## src/rtl/edge_timing_autobaud_detector_top_macros.svh

```systemverilog
// Assertion helpers for the autobaud detector, clocked on i_clk and
// held off while i_rst_n is low.
`ifndef EDGE_TIMING_AUTOBAUD_DETECTOR_TOP_MACROS_SVH
`define EDGE_TIMING_AUTOBAUD_DETECTOR_TOP_MACROS_SVH

// Condition that must hold at every edge
`define ETAB_CHECK(label, cond, msg) \
    label: assert property (@(posedge i_clk) disable iff (!i_rst_n) (cond)) \
        else $error(msg);

// Consequent that must hold in the same cycle as the antecedent
`define ETAB_IMPLY(label, ante, cons, msg) \
    label: assert property (@(posedge i_clk) disable iff (!i_rst_n) \
        (ante) |-> (cons)) else $error(msg);

`endif

```

## src/rtl/etab_pkg.sv

```systemverilog
`timescale 1ns / 1ps

package etab_pkg;

    // Timestamp width; intervals wrap at this many bits
    localparam int TIME_BITS  = 32;

    localparam int FUNC_W     = 2;
    localparam int TICK_W     = 27;
    localparam int NOISE_W    = 10;
    localparam int CNT_W      = 8;
    localparam int BAUD_W     = 17;
    // Shortest interval never exceeds one million, so 20 bits hold it
    localparam int SHORT_W    = 20;
    localparam int CMP_W      = (TIME_BITS > SHORT_W) ? TIME_BITS : SHORT_W;

    localparam int CFG_IDX_W  = 3;
    localparam int CFG_DATA_W = TICK_W;

    localparam int QUEUE_DEPTH = 2;
    localparam int QPTR_W      = (QUEUE_DEPTH > 1) ? $clog2(QUEUE_DEPTH) : 1;
    localparam int QCNT_W      = $clog2(QUEUE_DEPTH + 1);

    localparam int DIV_CNT_W   = $clog2(TICK_W);
    localparam int RATE_COUNT  = 8;
    localparam int RATE_IDX_W  = $clog2(RATE_COUNT);

    localparam logic [SHORT_W-1:0] INITIAL_SHORTEST = SHORT_W'(1000000);
    localparam logic [SHORT_W-1:0] MATCH_BOUND      = SHORT_W'(1000000);

    // Function codes of the input word
    localparam logic [FUNC_W-1:0] FUNC_START = 2'd0;
    localparam logic [FUNC_W-1:0] FUNC_EDGE  = 2'd1;
    localparam logic [FUNC_W-1:0] FUNC_EVAL  = 2'd2;

    // Configuration register indexes
    localparam logic [CFG_IDX_W-1:0] CFG_TICKS     = 3'd0;
    localparam logic [CFG_IDX_W-1:0] CFG_NOISE     = 3'd1;
    localparam logic [CFG_IDX_W-1:0] CFG_EDGE_LIM  = 3'd2;
    localparam logic [CFG_IDX_W-1:0] CFG_MIN_EDGES = 3'd3;

    localparam logic [TICK_W-1:0]  RST_TICKS     = TICK_W'(1000000);
    localparam logic [NOISE_W-1:0] RST_NOISE     = NOISE_W'(2);
    localparam logic [CNT_W-1:0]   RST_EDGE_LIM  = CNT_W'(50);
    localparam logic [CNT_W-1:0]   RST_MIN_EDGES = CNT_W'(5);

    typedef struct packed {
        logic [FUNC_W-1:0]    func;
        logic [TIME_BITS-1:0] edge_time;
    } t_in_word;

    typedef struct packed {
        logic [BAUD_W-1:0] baud_rate;
        logic [TICK_W-1:0] measured_rate;
        logic              status;
    } t_out_word;

    typedef enum logic [1:0] {
        OP_START,
        OP_EDGE,
        OP_EVAL
    } t_op;

    // Command word queued between front and back
    typedef struct packed {
        t_op                  op;
        logic [TIME_BITS-1:0] interval;
    } t_cmd;

    typedef struct packed {
        logic [TICK_W-1:0]  ticks_per_second;
        logic [NOISE_W-1:0] noise_floor;
        logic [CNT_W-1:0]   edge_limit;
        logic [CNT_W-1:0]   min_edges;
    } t_cfg;

    typedef struct packed {
        logic               busy;
        logic               res_pending;
        logic [CNT_W-1:0]   kept_count;
        logic [SHORT_W-1:0] shortest;
    } t_be_stat;

    // Standard rates in ascending order
    function automatic logic [BAUD_W-1:0] std_rate(input logic [RATE_IDX_W-1:0] k);
        logic [BAUD_W-1:0] r;
        case (k)
            3'd0:    r = BAUD_W'(1200);
            3'd1:    r = BAUD_W'(2400);
            3'd2:    r = BAUD_W'(4800);
            3'd3:    r = BAUD_W'(9600);
            3'd4:    r = BAUD_W'(19200);
            3'd5:    r = BAUD_W'(38400);
            3'd6:    r = BAUD_W'(57600);
            default: r = BAUD_W'(115200);
        endcase
        return r;
    endfunction

endpackage

```

## src/rtl/etab_fe.sv

```systemverilog
`timescale 1ns / 1ps

module etab_fe (
    input  logic             i_clk,
    input  logic             i_rst_n,
    input  logic             i_in_valid,
    output logic             o_in_ready,
    input  etab_pkg::t_in_word i_in_data,
    input  logic             i_full,
    output logic             o_push,
    output etab_pkg::t_cmd   o_cmd
);

    logic [etab_pkg::TIME_BITS-1:0] r_last_edge;
    logic                           accept;
    logic                           is_time;

    assign o_in_ready = !i_full;
    assign accept     = i_in_valid && o_in_ready;
    assign is_time    = (i_in_data.func == etab_pkg::FUNC_START) ||
                        (i_in_data.func == etab_pkg::FUNC_EDGE);

    // Classify the word; unused code is dropped here
    always_comb begin
        o_cmd.interval = i_in_data.edge_time - r_last_edge;
        o_push         = accept;
        case (i_in_data.func)
            etab_pkg::FUNC_START: o_cmd.op = etab_pkg::OP_START;
            etab_pkg::FUNC_EDGE:  o_cmd.op = etab_pkg::OP_EDGE;
            etab_pkg::FUNC_EVAL:  o_cmd.op = etab_pkg::OP_EVAL;
            default: begin
                o_cmd.op = etab_pkg::OP_EVAL;
                o_push   = 1'b0;
            end
        endcase
    end

    // Last edge or start time
    always_ff @(posedge i_clk) begin
        if (!i_rst_n) begin
            r_last_edge <= '0;
        end else if (accept && is_time) begin
            r_last_edge <= i_in_data.edge_time;
        end
    end

endmodule

```

## src/rtl/etab_fifo.sv

```systemverilog
`timescale 1ns / 1ps

module etab_fifo (
    input  logic           i_clk,
    input  logic           i_rst_n,
    input  logic           i_push,
    input  etab_pkg::t_cmd i_cmd,
    output logic           o_full,
    input  logic           i_pop,
    output etab_pkg::t_cmd o_cmd,
    output logic           o_empty
);

    etab_pkg::t_cmd                r_mem [etab_pkg::QUEUE_DEPTH];
    logic [etab_pkg::QPTR_W-1:0]   r_wr_ptr;
    logic [etab_pkg::QPTR_W-1:0]   r_rd_ptr;
    logic [etab_pkg::QCNT_W-1:0]   r_count;
    logic                          do_push;
    logic                          do_pop;

    assign o_full  = (r_count == etab_pkg::QCNT_W'(etab_pkg::QUEUE_DEPTH));
    assign o_empty = (r_count == '0);
    assign do_push = i_push && !o_full;
    assign do_pop  = i_pop && !o_empty;
    assign o_cmd   = r_mem[r_rd_ptr];

    function automatic logic [etab_pkg::QPTR_W-1:0] ptr_next(
        input logic [etab_pkg::QPTR_W-1:0] p);
        if (p == etab_pkg::QPTR_W'(etab_pkg::QUEUE_DEPTH - 1)) begin
            return '0;
        end
        return p + 1'b1;
    endfunction

    // Storage
    always_ff @(posedge i_clk) begin
        if (do_push) begin
            r_mem[r_wr_ptr] <= i_cmd;
        end
    end

    // Pointers and fill level
    always_ff @(posedge i_clk) begin
        if (!i_rst_n) begin
            r_wr_ptr <= '0;
            r_rd_ptr <= '0;
            r_count  <= '0;
        end else begin
            if (do_push) begin
                r_wr_ptr <= ptr_next(r_wr_ptr);
            end
            if (do_pop) begin
                r_rd_ptr <= ptr_next(r_rd_ptr);
            end
            if (do_push && !do_pop) begin
                r_count <= r_count + 1'b1;
            end else if (do_pop && !do_push) begin
                r_count <= r_count - 1'b1;
            end
        end
    end

endmodule

```

## src/rtl/etab_be.sv

```systemverilog
`timescale 1ns / 1ps

module etab_be (
    input  logic                i_clk,
    input  logic                i_rst_n,
    input  etab_pkg::t_cfg      i_cfg,
    input  etab_pkg::t_cmd      i_cmd,
    input  logic                i_empty,
    output logic                o_pop,
    output logic                o_out_valid,
    input  logic                i_out_ready,
    output etab_pkg::t_out_word o_out_data,
    output etab_pkg::t_be_stat  o_stat
);

    typedef enum logic [1:0] {
        ST_IDLE,
        ST_DIV,
        ST_PICK,
        ST_HOLD
    } t_state;

    t_state                             r_state;
    logic [etab_pkg::CNT_W-1:0]         r_kept;
    logic [etab_pkg::SHORT_W-1:0]       r_shortest;
    logic [etab_pkg::SHORT_W-1:0]       r_rem;
    logic [etab_pkg::TICK_W-1:0]        r_quo;
    logic [etab_pkg::DIV_CNT_W-1:0]     r_step;
    logic [etab_pkg::RATE_IDX_W-1:0]    r_k;
    logic [etab_pkg::BAUD_W-1:0]        r_best;
    logic [etab_pkg::SHORT_W-1:0]       r_best_diff;
    etab_pkg::t_out_word                r_res;
    logic                               r_out_valid;
    etab_pkg::t_out_word                r_out_data;

    logic [etab_pkg::SHORT_W:0]         div_trial;
    logic [etab_pkg::SHORT_W:0]         div_sub;
    logic                               div_ge;
    logic [etab_pkg::TICK_W-1:0]        cand_rate;
    logic [etab_pkg::TICK_W-1:0]        cand_diff;
    logic                               cand_better;
    logic [etab_pkg::BAUD_W-1:0]        pick_best;
    logic                               keep_edge;

    assign o_pop       = (r_state == ST_IDLE) && !i_empty;
    assign o_out_valid = r_out_valid;
    assign o_out_data  = r_out_data;

    assign o_stat.busy        = (r_state != ST_IDLE);
    assign o_stat.res_pending = (r_state == ST_HOLD);
    assign o_stat.kept_count  = r_kept;
    assign o_stat.shortest    = r_shortest;

    // Edge filter: room left and above the noise floor
    assign keep_edge = (r_kept < i_cfg.edge_limit) &&
                       (etab_pkg::CMP_W'(i_cmd.interval) >
                        etab_pkg::CMP_W'(i_cfg.noise_floor));

    // One restoring divider step a cycle
    assign div_trial = {r_rem, r_quo[etab_pkg::TICK_W-1]};
    assign div_sub   = div_trial - {1'b0, r_shortest};
    assign div_ge    = (div_trial >= {1'b0, r_shortest});

    // One standard rate tried a cycle
    assign cand_rate   = etab_pkg::TICK_W'(etab_pkg::std_rate(r_k));
    assign cand_diff   = (r_quo >= cand_rate) ? (r_quo - cand_rate) : (cand_rate - r_quo);
    assign cand_better = (cand_diff < etab_pkg::TICK_W'(r_best_diff));
    assign pick_best   = cand_better ? etab_pkg::std_rate(r_k) : r_best;

    always_ff @(posedge i_clk) begin
        if (!i_rst_n) begin
            r_state     <= ST_IDLE;
            r_kept      <= '0;
            r_shortest  <= etab_pkg::INITIAL_SHORTEST;
            r_out_valid <= 1'b0;
        end else begin
            // Word taken with nothing new to load behind it
            if (r_out_valid && i_out_ready && (r_state != ST_HOLD)) begin
                r_out_valid <= 1'b0;
            end
            case (r_state)
                ST_IDLE: begin
                    if (o_pop) begin
                        case (i_cmd.op)
                            etab_pkg::OP_START: begin
                                r_kept     <= '0;
                                r_shortest <= etab_pkg::INITIAL_SHORTEST;
                            end
                            etab_pkg::OP_EDGE: begin
                                if (keep_edge) begin
                                    r_kept <= r_kept + 1'b1;
                                    if (etab_pkg::CMP_W'(i_cmd.interval) <
                                        etab_pkg::CMP_W'(r_shortest)) begin
                                        r_shortest <= etab_pkg::SHORT_W'(i_cmd.interval);
                                    end
                                end
                            end
                            etab_pkg::OP_EVAL: begin
                                if (r_kept < i_cfg.min_edges) begin
                                    r_res.baud_rate     <= '0;
                                    r_res.measured_rate <= '0;
                                    r_res.status        <= 1'b1;
                                    r_state             <= ST_HOLD;
                                end else begin
                                    r_rem   <= '0;
                                    r_quo   <= i_cfg.ticks_per_second;
                                    r_step  <= '0;
                                    r_state <= ST_DIV;
                                end
                            end
                            default: begin
                            end
                        endcase
                    end
                end
                ST_DIV: begin
                    r_rem  <= div_ge ? div_sub[etab_pkg::SHORT_W-1:0]
                                     : div_trial[etab_pkg::SHORT_W-1:0];
                    r_quo  <= {r_quo[etab_pkg::TICK_W-2:0], div_ge};
                    r_step <= r_step + 1'b1;
                    if (r_step == etab_pkg::DIV_CNT_W'(etab_pkg::TICK_W - 1)) begin
                        r_k         <= '0;
                        r_best      <= '0;
                        r_best_diff <= etab_pkg::MATCH_BOUND;
                        r_state     <= ST_PICK;
                    end
                end
                ST_PICK: begin
                    if (cand_better) begin
                        r_best      <= etab_pkg::std_rate(r_k);
                        r_best_diff <= etab_pkg::SHORT_W'(cand_diff);
                    end
                    r_k <= r_k + 1'b1;
                    if (r_k == etab_pkg::RATE_IDX_W'(etab_pkg::RATE_COUNT - 1)) begin
                        r_res.baud_rate     <= pick_best;
                        r_res.measured_rate <= r_quo;
                        r_res.status        <= 1'b0;
                        r_state             <= ST_HOLD;
                    end
                end
                ST_HOLD: begin
                    // Wait for the output register to free up
                    if (!r_out_valid || i_out_ready) begin
                        r_out_data  <= r_res;
                        r_out_valid <= 1'b1;
                        r_state     <= ST_IDLE;
                    end
                end
                default: begin
                    r_state <= ST_IDLE;
                end
            endcase
        end
    end

endmodule

```

## src/rtl/edge_timing_autobaud_detector_top.sv

```systemverilog
`timescale 1ns / 1ps
// Channel  Handshake                 Payload
// in       i_in_valid / o_in_ready   i_in_data  (func, edge_time)
// out      o_out_valid / i_out_ready o_out_data (baud_rate, measured_rate, status)
// cfg      i_cfg_valid / o_cfg_ready i_cfg_index, i_cfg_data
//
// A word is written into the queue on the edge that accepts it; start and edge
// words retire in the back end without leaving the idle state.
// Evaluate with enough edges goes from queue to output register by a pop,
// the one-bit-a-cycle divider, a scan of the standard rates and a load;
// a too-few result takes only the pop and the load.
// Reset is synchronous; there is no clearing pass.
// A two-word queue parts front from back and an output register parts back
// from the consumer; input stalls only once the queue is full.

`include "edge_timing_autobaud_detector_top_macros.svh"

module edge_timing_autobaud_detector_top (
    input  logic                              i_clk,
    input  logic                              i_rst_n,
    input  logic                              i_in_valid,
    output logic                              o_in_ready,
    input  etab_pkg::t_in_word                i_in_data,
    output logic                              o_out_valid,
    input  logic                              i_out_ready,
    output etab_pkg::t_out_word               o_out_data,
    input  logic                              i_cfg_valid,
    output logic                              o_cfg_ready,
    input  logic [etab_pkg::CFG_IDX_W-1:0]    i_cfg_index,
    input  logic [etab_pkg::CFG_DATA_W-1:0]   i_cfg_data
);

    etab_pkg::t_cfg     r_cfg;
    etab_pkg::t_cmd     fe_cmd;
    etab_pkg::t_cmd     q_cmd;
    etab_pkg::t_be_stat stat;
    logic               fe_push;
    logic               q_full;
    logic               q_empty;
    logic               be_pop;
    logic               shortest_ok;
    logic               too_few_out;
    logic               rates_zero;

    assign o_cfg_ready = 1'b1;

    // Configuration registers
    always_ff @(posedge i_clk) begin
        if (!i_rst_n) begin
            r_cfg.ticks_per_second <= etab_pkg::RST_TICKS;
            r_cfg.noise_floor      <= etab_pkg::RST_NOISE;
            r_cfg.edge_limit       <= etab_pkg::RST_EDGE_LIM;
            r_cfg.min_edges        <= etab_pkg::RST_MIN_EDGES;
        end else if (i_cfg_valid && o_cfg_ready) begin
            case (i_cfg_index)
                etab_pkg::CFG_TICKS:
                    r_cfg.ticks_per_second <= i_cfg_data;
                etab_pkg::CFG_NOISE:
                    r_cfg.noise_floor <= i_cfg_data[etab_pkg::NOISE_W-1:0];
                etab_pkg::CFG_EDGE_LIM:
                    r_cfg.edge_limit <= i_cfg_data[etab_pkg::CNT_W-1:0];
                etab_pkg::CFG_MIN_EDGES:
                    r_cfg.min_edges <= i_cfg_data[etab_pkg::CNT_W-1:0];
                default: begin
                end
            endcase
        end
    end

    etab_fe u_fe (
        .i_clk      (i_clk),
        .i_rst_n    (i_rst_n),
        .i_in_valid (i_in_valid),
        .o_in_ready (o_in_ready),
        .i_in_data  (i_in_data),
        .i_full     (q_full),
        .o_push     (fe_push),
        .o_cmd      (fe_cmd)
    );

    etab_fifo u_fifo (
        .i_clk   (i_clk),
        .i_rst_n (i_rst_n),
        .i_push  (fe_push),
        .i_cmd   (fe_cmd),
        .o_full  (q_full),
        .i_pop   (be_pop),
        .o_cmd   (q_cmd),
        .o_empty (q_empty)
    );

    etab_be u_be (
        .i_clk       (i_clk),
        .i_rst_n     (i_rst_n),
        .i_cfg       (r_cfg),
        .i_cmd       (q_cmd),
        .i_empty     (q_empty),
        .o_pop       (be_pop),
        .o_out_valid (o_out_valid),
        .i_out_ready (i_out_ready),
        .o_out_data  (o_out_data),
        .o_stat      (stat)
    );

    // Terms for the checks below
    assign shortest_ok = (stat.shortest != '0) &&
                         (stat.shortest <= etab_pkg::INITIAL_SHORTEST);
    assign too_few_out = o_out_valid && o_out_data.status;
    assign rates_zero  = (o_out_data.baud_rate == '0) && (o_out_data.measured_rate == '0);

    // Shortest interval stays non-zero, so the divisor is always valid
    `ETAB_CHECK(a_shortest_range, shortest_ok, "shortest interval out of range")

    // A too-few result carries zero rates
    `ETAB_IMPLY(a_too_few_zero, too_few_out, rates_zero, "too-few result with non-zero rate")

    // A new result only comes from the hold state
    `ETAB_IMPLY(a_out_from_hold, $rose(o_out_valid), $past(stat.res_pending), "bad result load")

endmodule
```

## config.mk

```make
export PLATFORM = sky130hd
export DESIGN_NAME = edge_timing_autobaud_detector_top
export DESIGN_NICKNAME = d
export VERILOG_FILES = /design/src/rtl/etab_pkg.sv /design/src/rtl/etab_fe.sv /design/src/rtl/etab_fifo.sv /design/src/rtl/etab_be.sv /design/src/rtl/edge_timing_autobaud_detector_top.sv
export VERILOG_INCLUDE_DIRS = /design/src /design/src/rtl
export SDC_FILE = /design/constraint.sdc
export NUM_CORES = 1
export LEC_CHECK = 0
export BUFFER_PORTS_ARGS = -buffer_cell sky130_fd_sc_hd__buf_2
export CORE_UTILIZATION = 50
export CTS_BUF_LIST = sky130_fd_sc_hd__clkbuf_8 sky130_fd_sc_hd__clkbuf_16
export CTS_CLUSTER_DIAMETER = 60
export CTS_CLUSTER_SIZE = 8
export DETAILED_ROUTE_END_ITERATION = 16
export GPL_TIMING_DRIVEN = 0
export PLACE_DENSITY = 0.68
export SLEW_MARGIN = 20
export SYNTH_ARGS = -nofsm -noshare
export SYNTH_HDL_FRONTEND = slang
export SYNTH_SLANG_ARGS = --single-unit
export TNS_END_PERCENT = 50
```

## constraint.sdc

```tcl
create_clock -name i_clk -period 11.3 [get_ports i_clk]
set_input_delay 1.695 -clock i_clk [delete_from_list [all_inputs] [get_ports i_clk]]
set_output_delay 1.695 -clock i_clk [all_outputs]
set_load 0.005 [all_outputs]
```

==> results.tsv <==
stage	metric	value	unit
run_status	status	complete, no violations	
grt	antenna_found_initial	0	
placement	post-dp-hpwl	33800	um
clock_network	root_buffer	clkbuf_16	
setup_path	start_kind	flip-flop	
grt	grt_pass1_wl	72500	um
final_layout	fillCellCount	3239	
logic_synthesis	synthDistinctLibCells	80	
power	p_sw_frac	0.328	
clock_network	cts.repair.resized	0	
logic_synthesis	avgSynthCellArea	10.5	um2
sta	relSlewSlack	0.352	
final_layout	post-route-cell-area	22600	um2
routing	routed_wirelength	45100	um
setup_path	max_stage_delay	0.83	ns
sta	fin_crit_sh	0.776	
power	comb_power_share	0.311	
logic_synthesis	synthCells	1874	
hold_path	hold_path_class	reg -> reg	
clock_network	cts_max_path_buffers	3	
clock_network	cts_sinks	371	
placement	globalplace.congestion	0.938	
sta	tightest_slew	0.972	ns
power	clkPwrFrac	0.306	
setup_path	crit_path_frequent_cell	ha_1	
power	vdd_drop_max	0.112	mV
routing	num_vias	14200	
setup_path	cp.required	11.51	ns
die	coreArea	38600	um2
grt	grt_start_max_net_pins	29	
clock_network	cts_tree	yes	
clock_network	cts_hold_buffers	0	
setup_path	critPathSlowestCell	o2111a_1	
clock_network	cts.htree.levels	2	
sta	rsz0062_at_grt	false	
sta	whs	0.413	ns
sta	final.setup.tns	0	ns
final_layout	area_growth	15.1	%
logic_synthesis	syn-num-nets	2102	
die	rows	72	
grt	grt_usage	0.227	
clock_network	cts.clk_slew.worst_paths	0.05	ns
logic_synthesis	yosysWarnings	0	
setup_path	arrival	8.97	ns
sta	slew_viol_final	0	
final_layout	diodes	0	
logic_synthesis	yosysSeqAreaShare	0.506	
power	seq_power_share	0.384	
placement	place_area	21000	um2
die	die-height	200	um
routing	ant_nets	0	
grt	first_global_vias	14100	
sta	period_needed	8.77	ns
sta	hold_violations	0	
power	p_int	3160	uW
power	power_leakage	0.00899	uW
logic_synthesis	synth_flop_cell	edfxtp_1	
power	power_switching	1540	uW
logic_synthesis	netlist_area	19600	um2
routing	drc_errors	0	
final_layout	layout_common_cells	edfxtp_1 (250), nand2_1 (240), inv_1 (186)	
die	start_util	0.508	
routing	dr.pass1.iters	4	
clock_network	clk_latency	0.59	ns
final_layout	final_layout_size_suffix_gt1_frac	0.135	
final_layout	fin_nets	2285	
sta	finalClockSkew	0.0206	ns
final_layout	final_core_util	0.584	
routing	routedWlPerCell	17.2	um
final_layout	layout_commonest_cell	edfxtp_1	
die	fp.dieArea	40100	um2
die	chipWidth	200	um
setup_path	criticalPathCategory	reg -> reg	
job	maxCapViolations	0	
power	pwr_density_cell	208	nW/um2
setup_path	cp-end-kind	flip-flop	
power	total_power	4700	uW
logic_synthesis	synth_edf_count	250	
clock_network	cts-buffers-inserted	53	
routing	drt_iter0_markers	678	
sta	fmax	0.114	GHz
routing	vias_per_cell	5.42	
grt	gr-total-overflow	0	
die	ios	117	
clock_network	postCtsSetupBuffers	0	
placement	io_buffers	113	
logic_synthesis	synth-async-reset-ratio	0	
setup_path	worst-path-max-fanout	20	
sta	setup_violations	0	
setup_path	ff2ff_setup_slack	2.53	ns
logic_synthesis	ys_seq_elements	371	
power by group through the flow:
| stage | clock network (uW) | logic, uW | registers [uW] |
|---|---|---|---|
| after global placement | 0 | 1380 | 1850 |
| final | 1440 | 1460 | 1800 |
| after global routing | 1530 | 1620 | 1820 |
| after floorplan | 0 | 1050 | 1810 |
| after detailed placement | 0 | 1440 | 1830 |
| after CTS | 1470 | 1450 | 1800 |
logic make-up after synthesis:
logic type,after synthesis,synth area share
adder cells (fa/ha/maj),159,0.103
AND/OR/NAND/NOR,583,0.141
XOR/XNOR,73,0.0330
AO/OA/AOI/OAI,375,0.124
flip-flops,371,0.506
other,1,0.000191
buffers and inverters,223,0.0451
multiplexers,89,0.0486
worst max-delay path: cells and delay by family, from the launching register on:
family | cells | cell delay (ns)
AO/OA/AOI/OAI | 13 | 4.46
XOR/XNOR | 1 | 0.26
adder cells (fa/ha/maj) | 3 | 0.79
buffers and inverters | 7 | 1.29
flip-flops | 1 | 0.42
AND/OR/NAND/NOR | 5 | 1.13
stage by stage:
step | instances | setup slack [ns]
floorplan | 1874 | 1.46
global placement | 2505 | -2.75
detailed placement | 2520 | 2.83
CTS | 2618 | 2.79
global route | 2618 | 2.04
finish | 2618 | 2.53
cells in the mapped netlist (all sizes together), types with 13 or more instances:
master | n | share of area
nand2 | 240 | 0.046
xnor2 | 48 | 0.021
o211ai | 16 | 0.0064
mux2 | 51 | 0.029
buf | 13 | 0.0049
a21oi | 151 | 0.039
clkbuf | 60 | 0.011
o21a | 18 | 0.0069
dfxtp | 121 | 0.12
a21o | 42 | 0.016
ha | 156 | 0.099
nor2b | 34 | 0.011
inv | 149 | 0.028
xor2 | 25 | 0.012
nor3 | 21 | 0.0054
a31oi | 13 | 0.0041
o21ai | 50 | 0.013
edfxtp | 250 | 0.38
mux2i | 38 | 0.019
nor2 | 115 | 0.022
nand4 | 17 | 0.0054
and2 | 35 | 0.011
nand2b | 24 | 0.0076
a211oi | 16 | 0.0061
nand3 | 30 | 0.0076
routing by layer:
metal	share of wire	vias up	global-route usage	routed length (um)
met5	0	-	0	0
met4	0.034	0	0.0885	1540
met3	0.042	84	0.0390	1910
met2	0.51	312	0.409	22900
met1	0.42	6748	0.267	18800
li1	-	7037	-	-
path summary, 6_finish.rpt:
path                       start                   end  cells past startpoint
setup / recovery     u_be.r_k[2]  u_be.r_best_diff[14]                     29
hold / removal    u_be.r_res[17]   u_be.o_out_data[17]                      0
setup reg to reg     u_be.r_k[2]  u_be.r_best_diff[14]                     29
hold reg to reg   u_be.r_res[17]   u_be.o_out_data[17]                      0
registers in the layout (all words and copies together), names as in the netlist, named ones only:
name and flops:
r_cfg 53, u_be.r_rem 20, u_be.o_out_data 45, u_be.r_kept 8
u_be.r_state 2, u_be.r_shortest 20, u_be.r_res 45, u_fifo.r_mem 68
u_be.r_k 3, u_be.r_best_diff 20, u_be.r_quo 27, u_fifo.r_rd_ptr 1
u_fifo.r_count 2, u_fe.r_last_edge 32, u_be.r_step 5, u_be.o_out_valid 1
u_be.r_best 17, u_fifo.r_wr_ptr 1
layout make-up:
type	instances	area [um2]	area share
flip-flops and latches	371	9930	0.440
inverters	150	563	0.0249
repair buffers	128	729	0.0323
well taps	518	648	0.0287
plain buffers	73	322	0.0142
clock buffers	57	1380	0.0612
multi-input cells	1280	8850	0.392
clock inverters	41	165	0.00731
(Power assumes the default switching activity.)
